<file path="src/sv/ppts_pkg.sv">
// Shared types, register codes and constants for the pure-pursuit target steering block.
package ppts_pkg;

    // Default sizing
    localparam int COORD_BITS_DEF = 24;
    localparam int MAX_POINTS_DEF = 1024;

    // Fixed field widths
    localparam int LA_W    = 20;
    localparam int GAIN_W  = 24;
    localparam int SPEED_W = 20;
    localparam int CFG_W   = 24;
    localparam int CFG_IDX_W = 2;
    localparam int IDX_W   = 10;
    localparam int STEER_W = 12;

    // Register reset values
    localparam logic [LA_W-1:0]    LOOKAHEAD_RST = LA_W'(4096);
    localparam logic [GAIN_W-1:0]  GAIN_RST      = GAIN_W'(131072);
    localparam logic [SPEED_W-1:0] SPEED_RST     = SPEED_W'(4096);

    // Steering clamp, 0.4 rad in 1/4096 rad
    localparam int STEER_LIMIT = 1638;
    // Q20.28 product down to 1/4096 rad
    localparam int STEER_SHIFT = 16;

    // Configuration register indexes
    localparam logic [CFG_IDX_W-1:0] CFG_LOOKAHEAD = 2'd0;
    localparam logic [CFG_IDX_W-1:0] CFG_GAIN      = 2'd1;
    localparam logic [CFG_IDX_W-1:0] CFG_SPEED     = 2'd2;

    // Sequencer states
    typedef enum logic [2:0] {
        ST_IDLE,
        ST_SQ_X,
        ST_SQ_Y,
        ST_ROOT_LOAD,
        ST_ROOT,
        ST_UPDATE,
        ST_STEER_MUL,
        ST_STEER_OUT
    } ppts_state_t;

    // Handshake between sequencer and square-root unit
    typedef struct packed {
        logic load;
    } ppts_root_ctl_t;

    typedef struct packed {
        logic ready;
    } ppts_root_sts_t;

endpackage

</file>
<file path="src/sv/pure_pursuit_target_steer_unit.sv">
// Top level: pure-pursuit lookahead target selection and steering command.
//
// Waypoints arrive one per start pulse, already in the vehicle frame (Q12.12 m),
// with last marking the end of a path. Each counted waypoint keeps busy high while
// it is squared on the shared multiplier, rooted and compared, so a new waypoint
// is taken only once busy falls; the square-root unit retires two bits of the
// squared distance per cycle. The last waypoint then runs the steering product on the
// shared multiplier, after which done pulses for exactly one cycle with found,
// target_index, steering and speed_out; the receiver cannot stall, so capture them
// in that cycle. Waypoints past MAX_POINTS in one path are not counted and leave
// busy low, though one with last set still ends the path. Configuration writes are
// taken at once and should be made only while the block is idle.
module pure_pursuit_target_steer_unit
    import ppts_pkg::*;
#(
    parameter int MAX_POINTS = MAX_POINTS_DEF,
    parameter int COORD_BITS = COORD_BITS_DEF
)
(
    input  logic                          clk,
    input  logic                          rst_n,
    // Command channel
    input  logic                          start,
    output logic                          busy,
    input  logic signed [COORD_BITS-1:0]  way_x,
    input  logic signed [COORD_BITS-1:0]  way_y,
    input  logic                          last,
    // Configuration write port
    input  logic                          cfg_wr_en,
    input  logic [CFG_IDX_W-1:0]          cfg_index,
    input  logic [CFG_W-1:0]              cfg_data,
    // Result
    output logic                          done,
    output logic                          found,
    output logic [IDX_W-1:0]              target_index,
    output logic signed [STEER_W-1:0]     steering,
    output logic [SPEED_W-1:0]            speed_out
);

    localparam int C     = COORD_BITS;
    localparam int MUL_W = (C > GAIN_W) ? C : GAIN_W;
    localparam int AW    = (C > LA_W) ? C : LA_W;
    localparam int PC_W  = $clog2(MAX_POINTS + 1);
    localparam int MAG_W = C + GAIN_W;
    localparam int Q_W   = MAG_W - STEER_SHIFT + 1;
    localparam int LIM_W = STEER_W - 1;

    // Configuration registers
    logic [LA_W-1:0]    lookahead_reg;
    logic [GAIN_W-1:0]  gain_reg;
    logic [SPEED_W-1:0] speed_reg;

    // Sequencer
    ppts_state_t state_reg, state_next;

    // Current item
    logic signed [C-1:0] x_reg;
    logic signed [C-1:0] y_reg;
    logic                last_reg;
    logic [C-1:0]        mx_reg;
    logic [C-1:0]        my_reg;
    logic [2*C-1:0]      sq_reg;

    // Run state
    logic [PC_W-1:0]     pc_reg;
    logic                fwd_valid_reg;
    logic [AW:0]         fwd_diff_reg;
    logic [IDX_W-1:0]    fwd_idx_reg;
    logic signed [C-1:0] fwd_y_reg;
    logic [AW:0]         rev_diff_reg;
    logic [IDX_W-1:0]    rev_idx_reg;
    logic signed [C-1:0] rev_y_reg;

    // Result registers
    logic                      done_reg;
    logic                      found_reg;
    logic [IDX_W-1:0]          idx_reg;
    logic signed [STEER_W-1:0] steer_reg;
    logic [SPEED_W-1:0]        speed_out_reg;

    // Shared units
    logic [MUL_W-1:0]   mul_a;
    logic [MUL_W-1:0]   mul_b;
    logic [2*MUL_W-1:0] mul_p;
    ppts_root_ctl_t     root_ctl;
    ppts_root_sts_t     root_sts;
    logic [C-1:0]       root;

    logic                accept;
    logic                room;
    logic [C-1:0]        in_mx;
    logic [C-1:0]        in_my;

    logic signed [AW:0]  diff;
    logic [AW:0]         adiff;
    logic                fwd_take;
    logic                rev_take;
    logic [PC_W+IDX_W-1:0] pc_ext;

    logic                have_pick;
    logic signed [C-1:0] sel_y;
    logic [C-1:0]        sel_my;
    logic [IDX_W-1:0]    sel_idx;
    logic [MAG_W-1:0]    steer_mag;
    logic [Q_W-1:0]      q_raw;
    logic [LIM_W-1:0]    q_lim;
    logic signed [STEER_W-1:0] steer_val;

    ppts_mul #(
        .MUL_W (MUL_W)
    ) u_mul (
        .clk  (clk),
        .op_a (mul_a),
        .op_b (mul_b),
        .prod (mul_p)
    );

    ppts_isqrt #(
        .ROOT_W (C)
    ) u_isqrt (
        .clk     (clk),
        .rst_n   (rst_n),
        .ctl     (root_ctl),
        .operand (sq_reg + mul_p[2*C-1:0]),
        .sts     (root_sts),
        .root    (root)
    );

    assign accept = start && (state_reg == ST_IDLE);
    assign room   = (pc_reg < PC_W'(MAX_POINTS));
    assign in_mx  = way_x[C-1] ? C'(-way_x) : C'(way_x);
    assign in_my  = way_y[C-1] ? C'(-way_y) : C'(way_y);

    // Compare the new distance against both running picks
    always_comb
    begin
        diff     = $signed({1'b0, AW'(root)}) - $signed({1'b0, AW'(lookahead_reg)});
        adiff    = diff[AW] ? (AW+1)'(-diff) : (AW+1)'(diff);
        fwd_take = !x_reg[C-1] && !diff[AW] && (diff != '0) &&
                   ((AW+1)'(diff) < fwd_diff_reg);
        rev_take = (adiff < rev_diff_reg);
        pc_ext   = {{IDX_W{1'b0}}, pc_reg};
    end

    // Pick the winner and shape the steering value
    always_comb
    begin
        have_pick = fwd_valid_reg || (pc_reg != '0);
        sel_y     = fwd_valid_reg ? fwd_y_reg : rev_y_reg;
        sel_idx   = fwd_valid_reg ? fwd_idx_reg : rev_idx_reg;
        sel_my    = sel_y[C-1] ? C'(-sel_y) : C'(sel_y);
        steer_mag = mul_p[MAG_W-1:0];
        if (sel_y[C-1])
        begin
            q_raw = Q_W'(({1'b0, steer_mag} + (MAG_W+1)'((1 << STEER_SHIFT) - 1))
                         >> STEER_SHIFT);
        end
        else
        begin
            q_raw = Q_W'(steer_mag >> STEER_SHIFT);
        end
        if (q_raw > Q_W'(STEER_LIMIT))
        begin
            q_lim = LIM_W'(STEER_LIMIT);
        end
        else
        begin
            q_lim = q_raw[LIM_W-1:0];
        end
        if (!have_pick)
        begin
            steer_val = '0;
        end
        else if (sel_y[C-1])
        begin
            steer_val = -$signed({1'b0, q_lim});
        end
        else
        begin
            steer_val = $signed({1'b0, q_lim});
        end
    end

    // Next state and shared-unit operands
    always_comb
    begin
        state_next    = state_reg;
        mul_a         = '0;
        mul_b         = '0;
        root_ctl.load = 1'b0;
        unique case (state_reg)
            ST_IDLE:
            begin
                if (start)
                begin
                    if (room)
                    begin
                        state_next = ST_SQ_X;
                    end
                    else if (last)
                    begin
                        state_next = ST_STEER_MUL;
                    end
                end
            end
            ST_SQ_X:
            begin
                mul_a      = MUL_W'(mx_reg);
                mul_b      = MUL_W'(mx_reg);
                state_next = ST_SQ_Y;
            end
            ST_SQ_Y:
            begin
                mul_a      = MUL_W'(my_reg);
                mul_b      = MUL_W'(my_reg);
                state_next = ST_ROOT_LOAD;
            end
            ST_ROOT_LOAD:
            begin
                root_ctl.load = 1'b1;
                state_next    = ST_ROOT;
            end
            ST_ROOT:
            begin
                if (root_sts.ready)
                begin
                    state_next = ST_UPDATE;
                end
            end
            ST_UPDATE:
            begin
                state_next = last_reg ? ST_STEER_MUL : ST_IDLE;
            end
            ST_STEER_MUL:
            begin
                mul_a      = MUL_W'(sel_my);
                mul_b      = MUL_W'(gain_reg);
                state_next = ST_STEER_OUT;
            end
            ST_STEER_OUT:
            begin
                state_next = ST_IDLE;
            end
            default:
            begin
                state_next = ST_IDLE;
            end
        endcase
    end

    // State register
    always_ff @(posedge clk or negedge rst_n)
    begin
        if (!rst_n)
        begin
            state_reg <= ST_IDLE;
        end
        else
        begin
            state_reg <= state_next;
        end
    end

    // Configuration writes
    always_ff @(posedge clk or negedge rst_n)
    begin
        if (!rst_n)
        begin
            lookahead_reg <= LOOKAHEAD_RST;
            gain_reg      <= GAIN_RST;
            speed_reg     <= SPEED_RST;
        end
        else if (cfg_wr_en)
        begin
            unique case (cfg_index)
                CFG_LOOKAHEAD: lookahead_reg <= cfg_data[LA_W-1:0];
                CFG_GAIN:      gain_reg      <= cfg_data[GAIN_W-1:0];
                CFG_SPEED:     speed_reg     <= cfg_data[SPEED_W-1:0];
                default:       ;
            endcase
        end
    end

    // Capture the item and the first square
    always_ff @(posedge clk)
    begin
        if (accept)
        begin
            x_reg    <= way_x;
            y_reg    <= way_y;
            last_reg <= last;
            mx_reg   <= in_mx;
            my_reg   <= in_my;
        end
        if (state_reg == ST_SQ_Y)
        begin
            sq_reg <= mul_p[2*C-1:0];
        end
    end

    // Run state: update picks, clear after the result
    always_ff @(posedge clk or negedge rst_n)
    begin
        if (!rst_n)
        begin
            pc_reg        <= '0;
            fwd_valid_reg <= 1'b0;
            fwd_diff_reg  <= '1;
            fwd_idx_reg   <= '0;
            fwd_y_reg     <= '0;
            rev_diff_reg  <= '1;
            rev_idx_reg   <= '0;
            rev_y_reg     <= '0;
        end
        else if (state_reg == ST_UPDATE)
        begin
            if (fwd_take)
            begin
                fwd_valid_reg <= 1'b1;
                fwd_diff_reg  <= (AW+1)'(diff);
                fwd_idx_reg   <= pc_ext[IDX_W-1:0];
                fwd_y_reg     <= y_reg;
            end
            if (rev_take)
            begin
                rev_diff_reg <= adiff;
                rev_idx_reg  <= pc_ext[IDX_W-1:0];
                rev_y_reg    <= y_reg;
            end
            pc_reg <= pc_reg + 1'b1;
        end
        else if (state_reg == ST_STEER_OUT)
        begin
            pc_reg        <= '0;
            fwd_valid_reg <= 1'b0;
            fwd_diff_reg  <= '1;
            fwd_idx_reg   <= '0;
            fwd_y_reg     <= '0;
            rev_diff_reg  <= '1;
            rev_idx_reg   <= '0;
            rev_y_reg     <= '0;
        end
    end

    // Result strobe
    always_ff @(posedge clk or negedge rst_n)
    begin
        if (!rst_n)
        begin
            done_reg <= 1'b0;
        end
        else
        begin
            done_reg <= (state_reg == ST_STEER_OUT);
        end
    end

    // Result payload
    always_ff @(posedge clk)
    begin
        if (state_reg == ST_STEER_OUT)
        begin
            found_reg     <= have_pick;
            idx_reg       <= have_pick ? sel_idx : '0;
            steer_reg     <= steer_val;
            speed_out_reg <= speed_reg;
        end
    end

    assign busy         = (state_reg != ST_IDLE);
    assign done         = done_reg;
    assign found        = found_reg;
    assign target_index = idx_reg;
    assign steering     = steer_reg;
    assign speed_out    = speed_out_reg;

`ifndef SYNTHESIS
    // A path yields one result, never two in a row
    a_done_single: assert property (@(posedge clk) disable iff (!rst_n)
        done |=> !done)
        else $error("result strobe held for more than one cycle");

    // No pick means a zero index and zero steering
    a_empty_result: assert property (@(posedge clk) disable iff (!rst_n)
        (done && !found) |-> (target_index == '0 && steering == '0))
        else $error("empty result carries index or steering");

    // Steering stays inside the clamp
    a_steer_clamp: assert property (@(posedge clk) disable iff (!rst_n)
        done |-> ($signed(steering) <= $signed(STEER_W'(STEER_LIMIT)) &&
                  $signed(steering) >= -$signed(STEER_W'(STEER_LIMIT))))
        else $error("steering outside clamp");

    // Point counter saturates at the path limit
    a_count_sat: assert property (@(posedge clk) disable iff (!rst_n)
        pc_reg <= PC_W'(MAX_POINTS))
        else $error("point counter past limit");
`endif

endmodule

</file>
<file path="src/sv/ppts_mul.sv">
// Shared unsigned multiplier with a registered product.
module ppts_mul
    import ppts_pkg::*;
#(
    parameter int MUL_W = 32
)
(
    input  logic                 clk,
    input  logic [MUL_W-1:0]     op_a,
    input  logic [MUL_W-1:0]     op_b,
    output logic [2*MUL_W-1:0]   prod
);

    logic [2*MUL_W-1:0] prod_reg;

    // Register every product
    always_ff @(posedge clk)
    begin
        prod_reg <= op_a * op_b;
    end

    assign prod = prod_reg;

endmodule

</file>
<file path="src/sv/ppts_isqrt.sv">
// Iterative integer square root, two operand bits per cycle.
module ppts_isqrt
    import ppts_pkg::*;
#(
    parameter int ROOT_W = 24
)
(
    input  logic                   clk,
    input  logic                   rst_n,
    input  ppts_root_ctl_t         ctl,
    input  logic [2*ROOT_W-1:0]    operand,
    output ppts_root_sts_t         sts,
    output logic [ROOT_W-1:0]      root
);

    localparam int SUM_W = 2 * ROOT_W;
    localparam int REM_W = ROOT_W + 3;
    localparam int CNT_W = $clog2(ROOT_W + 1);

    logic [SUM_W-1:0]  sum_reg;
    logic [REM_W-1:0]  rem_reg;
    logic [ROOT_W-1:0] root_reg;
    logic [CNT_W-1:0]  cnt_reg;

    logic [REM_W-1:0]  rem_shift;
    logic [REM_W-1:0]  trial;
    logic              take;

    // One restoring step: bring down two bits, try root*4+1
    always_comb
    begin
        rem_shift = {rem_reg[REM_W-3:0], sum_reg[SUM_W-1 -: 2]};
        trial     = REM_W'({root_reg, 2'b01});
        take      = (rem_shift >= trial);
    end

    // Control: step counter
    always_ff @(posedge clk or negedge rst_n)
    begin
        if (!rst_n)
        begin
            cnt_reg <= '0;
        end
        else if (ctl.load)
        begin
            cnt_reg <= CNT_W'(ROOT_W);
        end
        else if (cnt_reg != '0)
        begin
            cnt_reg <= cnt_reg - 1'b1;
        end
    end

    // Datapath: load operand, then advance one digit per cycle
    always_ff @(posedge clk)
    begin
        if (ctl.load)
        begin
            sum_reg  <= operand;
            rem_reg  <= '0;
            root_reg <= '0;
        end
        else if (cnt_reg != '0)
        begin
            sum_reg <= {sum_reg[SUM_W-3:0], 2'b00};
            if (take)
            begin
                rem_reg  <= rem_shift - trial;
                root_reg <= {root_reg[ROOT_W-2:0], 1'b1};
            end
            else
            begin
                rem_reg  <= rem_shift;
                root_reg <= {root_reg[ROOT_W-2:0], 1'b0};
            end
        end
    end

    assign sts.ready = (cnt_reg == '0);
    assign root      = root_reg;

endmodule
</file>
<file path="config.mk">
export PLATFORM = sky130hd
export DESIGN_NAME = pure_pursuit_target_steer_unit
export DESIGN_NICKNAME = d
export VERILOG_FILES = /design/src/sv/ppts_pkg.sv /design/src/sv/pure_pursuit_target_steer_unit.sv /design/src/sv/ppts_mul.sv /design/src/sv/ppts_isqrt.sv
export SDC_FILE = /design/constraint.sdc
export NUM_CORES = 2
export LEC_CHECK = 0
export BUFFER_PORTS_ARGS = -buffer_cell sky130_fd_sc_hd__buf_2
export CAP_MARGIN = 20
export CORE_MARGIN = 2
export CORE_UTILIZATION = 45
export CTS_CLUSTER_DIAMETER = 120
export CTS_CLUSTER_SIZE = 14
export DETAILED_ROUTE_END_ITERATION = 8
export PLACE_DENSITY_LB_ADDON = 0.15
export SLEW_MARGIN = 20
export SYNTH_ARGS = -nofsm -noshare
export SYNTH_HDL_FRONTEND = slang
export SYNTH_SLANG_ARGS = --single-unit
</file>
<file path="constraint.sdc">
create_clock -name clk -period 15.7 [get_ports clk]
set_input_delay 0.785 -clock clk [delete_from_list [all_inputs] [get_ports clk]]
set_output_delay 0.785 -clock clk [all_outputs]
set_load 0.01 [all_outputs]
</file>
* Yosys cells after proc, flatten, opt, wreduce, memory -nomap -nowiden *
Cells that the tools add are included.
W data, S select, Z words.

cells by class
  add/subtract/negate cells = 11
  multiply operators = 1
  divide/modulo/power cells = 0
  $lt $le $gt $ge = 5
  equality and inequality tests = 14
  shift operators = 0
  multiplexer cells = 44
  bitwise operators = 0
  reduce and logical (&&, ||, !) cells = 23

operator list
  operator                  count
  $mux W25                  7
  $mux W24                  7
  $pmux W24 S3              2
  $mux W48                  2
  $neg A24 Y24              3
  $mux W10                  6
  $lt A25 B25 Y1            2
  $add A48 B16 Y49 const B  1
  $add A48 B48 Y48          1
  $mul A24 B24 Y48          1
  $mux W23                  2
  $mux W11                  4
  $gt A33 B11 Y1 const B    1
  $mux W33                  1
  $ge A27 B26 Y1            1
  $neg A25 Y25              1
  $reduce_bool A25 Y1       1
  $sub A24 B20 Y25          1
  $sub A25 B25 Y25          1
  $pmux W3 S8               1
  $mux W3                   5
  $eq A3 B3 Y1 const B      4
  $neg A11 Y12              1
  $reduce_and A2 Y1         6
  other kinds (22)          36

storage, ports and cells
  bits in registers = 536
  latch bits = 0
  RAM bits = 0
  memory bits (read-only) = 0
  input bits = 79
  word-level logic and storage cells = 129
  memories kept = 0

* Logic depth before layout (Yosys ltp) *
  depth after elaboration = 7
  mapped depth = 41

* By module *
Synthesis repeated with hierarchy kept, for this count alone.

unflattened totals
  cells, all modules = 4958
  area, all modules = 47892.2 sq um

modules (own cells, without submodules)
  module                          times used  cells each  area each (sq um)
  pure_pursuit_target_steer_unit  1           2113        21924.8
  ppts_mul                        1           2246        20124.3
  ppts_isqrt                      1           599         5843.1

* Worst setup path after synthesis *
OpenSTA, ideal clock, no wires.

  kind = register to register
  start point = register fwd_valid_reg
  end point = register u_mul.prod_reg[40] (netlist: u_mul.prod[40])
  library setup time = 0.072 ns
  data arrival time = 10.654 ns
  slack = 4.974 ns
  stages on the path, launching flop included = 39
  path buffers = 6
  cell sequence = dfrtp_1 clkbuf_1 clkbuf_1 clkbuf_1 clkbuf_1 buf_1 mux2i_1 ha_1 o21ai_0 or2_2 nor4_1 and2_1 a21oi_1 xnor2_1 a21oi_1 o21ai_1 clkbuf_1 nand2_1 (+3 left out) inv_1 fa_1 inv_1 fa_1 inv_1 fa_1 inv_1 fa_1 inv_1 ha_1 nand2_1 o31a_1 o311a_1 o41ai_1 a21boi_0 o21ai_0 a31o_2 xor2_1

on the way
  cells in the longest elaborated chain, start to end = 5

ends and longest elaborated chain
  item                    line                                   RTL
  from (decl)             pure_pursuit_target_steer_unit.sv:66   logic fwd_valid_reg;
  from (signal assigned)  pure_pursuit_target_steer_unit.sv:307  fwd_valid_reg <= 1'b0;
  from (signal assigned)  pure_pursuit_target_steer_unit.sv:319  fwd_valid_reg <= 1'b1;
  from (signal assigned)  pure_pursuit_target_steer_unit.sv:335  fwd_valid_reg <= 1'b0;
  $mux W24 (*)            pure_pursuit_target_steer_unit.sv:149  sel_y = fwd_valid_reg ? fwd_y_reg : rev_y_reg;
  $neg A24 Y24            pure_pursuit_target_steer_unit.sv:151  sel_my = sel_y[C-1] ? C'(-sel_y) : C'(sel_y);
  $mux W24 (*)            pure_pursuit_target_steer_unit.sv:151
  $pmux W24 S3 (*)        pure_pursuit_target_steer_unit.sv:191  unique case (state_reg)
  $mul A24 B24 Y48 (*)    ppts_mul.sv:19                         prod_reg <= op_a * op_b;
  to (signal assigned)    ppts_mul.sv:19
  to (decl)               ppts_mul.sv:14                         logic [2*MUL_W-1:0] prod_reg;

Mark *: on every way between the ends. The rest lies on a longest branch, timed or not.
A chain may end at the register's enable or synchronous reset.

* Worst setup path after layout *
Same ends and word-level chain as after synthesis.

==> results.py <==
metrics = {
    "global_route": {
        "grt_pass1_wl_mm": 212,
        "met3_usage": 0.0387,
        "grt_pass1_vias": 36821,
        "grt_util_met1": 0.353,
        "track_usage": 0.253,
        "grt_start_max_net_pins": 74,
        "grt-ovfl-total": 0,
        "antenna_found_initial": 2,
        "use_met2": 0.402,
        "top_usage_layer": "met2",
    },
    "setup_path": {
        "worstPathArrival_ns": 11.84,
        "critPathSlowestCell": "o41ai_1",
        "endpoint_kind": "register",
        "crit_fanout": 47,
        "r2r-start": "fwd_valid_reg$_DFFE_PN0P_",
        "start_kind": "register",
        "cp_common_cell": "fa_1",
        "max_stage_delay_ns": 0.83,
        "startpoint": "fwd_valid_reg$_DFFE_PN0P_",
        "worstSetupPathType": "register to register",
        "crit_required_ns": 16.29,
    },
    "finish": {
        "area_delta_synth_final_pct": 7.48,
        "antenna_cells": 0,
        "drive_above_1_share": 0.0764,
        "stdcell_count": 6632,
        "nets": 6102,
        "final_util": 0.487,
    },
    "sta": {
        "fmax_ghz": 0.0888,
        "fin_setup_tns_ns": 0,
        "period_share": 0.717,
        "max_slew_margin": 0.165,
        "rsz0062_at_grt": "false",
        "slew_viol_final": 0,
        "worstMarginPinSlew_ns": 1.24,
        "clock_skew_ns": 0.0543,
        "hold_viol_final": 0,
        "final.min_clock_period_ns": 11.26,
        "setup_violations": 0,
    },
    "floorplanning": {
        "placeableCoreArea_mm2": 0.103,
        "start_util": 0.453,
        "die_w_um": 327,
        "rows": 118,
        "ios": 124,
        "die_area_mm2": 0.107,
        "die_y_um": 327,
    },
    "routing": {
        "finalWirelength_mm": 132,
        "vias": 36362,
        "wire_per_inst_um": 19.9,
        "dr.pass1.iters": 6,
        "routed_via_density": 5.48,
        "drtIter0Drc": 2670,
        "drtAntennaViolNets": 0,
        "drc": 0,
    },
    "yosys": {
        "synth_top_family_by_area": "adder cells",
        "ys.warnings.count": 0,
        "synth-compound-area-share": 0.126,
        "synth_seq_cells": 512,
        "synthAdderAreaFrac": 0.293,
        "syn_inst": 5200,
        "yosysSeqAreaShare": 0.287,
        "syn_area_per_cell_um2": 9.00,
        "yosys.area_share.simple": 0.150,
        "synth_fp_nets": 6086,
        "synth_edf_count": 212,
        "synth_cell_types": 78,
        "syn-cell-area_mm2": 0.0468,
        "ys.flop_type": "edfxtp_1",
        "synth_xor_area_frac": 0.0384,
        "muxShareOfSynthArea": 0.0245,
        "ys_async_sr_fraction": 0.396,
    },
    "flow_run": {
        "cap_violations": 0,
    },
    "pwr": {
        "vdd_drop_max_uv": 218,
        "swShare": 0.523,
        "clock_power_share": 0.093,
        "seq_power_share": 0.192,
        "internal_power_mw": 5.69,
        "p_sw_mw": 6.23,
        "power_density_mw_per_mm2": 237,
        "combPwrFrac": 0.715,
        "power.leakage_nw": 22.9,
    },
    "clock_network": {
        "insertion_delay_ns": 0.67,
        "clk_pin_slew_ns": 0.08,
        "clock_sinks": 512,
        "post-cts-setup-buffers": 0,
        "cts_tree": "yes",
        "clock_path_buffers": 3,
        "cts_resized": 0,
        "root_buffer": "clkbuf_16",
        "h-tree-depth": 2,
        "cts_hold_buf": 0,
        "cts_inserted_buffers": 44,
    },
    "place": {
        "hpwl_mm": 100,
        "dp_cells": 6550,
        "io_buffers": 123,
        "finalWeightedCongestion": 0.900,
    },
    "worst_hold_path": {
        "hp-class": "primary input to async pin",
    },
    "status": {
        "status": "finished clean",
    },
}
==> power groups by stage <==
| stage | Combinational (mW) | Sequential, mW | Clock, mW |
|---|---|---|---|
| after floorplan | 6.28 | 2.19 | 0 |
| after global placement | 8.44 | 2.30 | 0 |
| after detailed placement | 8.50 | 2.31 | 0 |
| after CTS | 8.56 | 2.29 | 1.15 |
| after global routing | 9.73 | 2.34 | 1.19 |
| final | 8.53 | 2.29 | 1.11 |
==> synthesized netlist by cell type (21+ instances only) <==
cell / n / area [µm²]
a211oi_1: 24 / 180
a21o_1: 80 / 601
a21oi_1: 257 / 1290
and2_1: 21 / 131
and3_1: 27 / 169
clkbuf_1: 198 / 743
dfrtp_1: 150 / 3750
dfstp_2: 53 / 1390
dfxtp_1: 97 / 1940
edfxtp_1: 212 / 6370
fa_1: 484 / 9690
ha_1: 323 / 4040
inv_1: 771 / 2890
mux2_2: 53 / 597
mux2i_1: 55 / 551
nand2_1: 717 / 2690
nand2b_1: 46 / 288
nand3_1: 82 / 410
nand4_1: 34 / 213
nor2_1: 469 / 1760
nor2b_1: 48 / 300
nor3_1: 63 / 315
nor4_1: 26 / 163
o21a_1: 62 / 465
o21ai_0: 305 / 1530
o21ai_1: 24 / 120
o21bai_1: 30 / 225
o31ai_1: 28 / 210
or3_1: 23 / 144
xnor2_1: 156 / 1370
xor2_1: 49 / 429
==> final timing paths <==
kind / end / depth (start not counted) / slack (ns)
min: fwd_y_reg[21]$_DFFE_PN0P_ / 1 / 0.08
max: u_mul.prod[40]$_DFF_P_ / 31 / 4.44
max in group asynchronous: u_isqrt.cnt_reg[4]$_DFFE_PN0P_ / 3 / 13.31
max reg2reg: u_mul.prod[40]$_DFF_P_ / 31 / 4.44
min in group clk: x_reg[0]$_DFFE_PP_ / 1 / 0.34
min reg2reg: speed_out[5]$_DFFE_PP_ / 0 / 0.45
==> cells by family after synthesis <==
kind of cell / Yosys count
XOR/XNOR: 205
other: 1
flip-flops: 512
AO/OA/AOI/OAI: 963
AND/OR/NAND/NOR: 1610
buffers and inverters: 994
multiplexers: 108
adder cells (fa/ha/maj): 807
==> area by class of cell <==
class,instances,area [µm²]
inverter,774,2910
fill,10036,53000
tap,1380,1730
timing repair buffer,190,1130
clock inverter,7,141
clock buffer,75,1220
multi-input combinational,3694,29700
sequential,512,13500
==> metrics by stage <==
step                      hold slack (ns)  worst slack (ns)  total power, mW  area [µm²]
after floorplan                     0.419              4.97             8.47       46800
after global placement              0.424              4.86             10.7       48900
after detailed placement            0.431              4.61             10.8       48900
after CTS                          0.0685              4.57             12.0       50300
after global routing                0.114              3.76             13.3       50300
final                              0.0834              4.44             11.9       50300
==> placed cells by master (no fill, tap or decap), types with 148 or more instances in the layout <==
master	n
a21oi_1	255
dfrtp_1	148
edfxtp_1	212
fa_1	484
ha_1	323
inv_1	771
nand2_1	716
nor2_1	466
o21ai_0	301
xnor2_1	156
==> critical path: cells and delay by family (launching register included) <==
kind,cells,cell delay (ns)
buf+inv,6,0.84
simple gates,5,1.43
mux,1,0.37
flops,1,0.68
xor+xnor,2,0.39
compound gates,9,3.59
fa+ha+maj,8,3.85
==> per-layer routing <==
layer,vias up,share of wire
met2,1024,0.45
met1,18025,0.45
li1,17073,-
met5,-,0
met4,0,0.038
met3,240,0.064
Power figures use the tool's default switching activity.
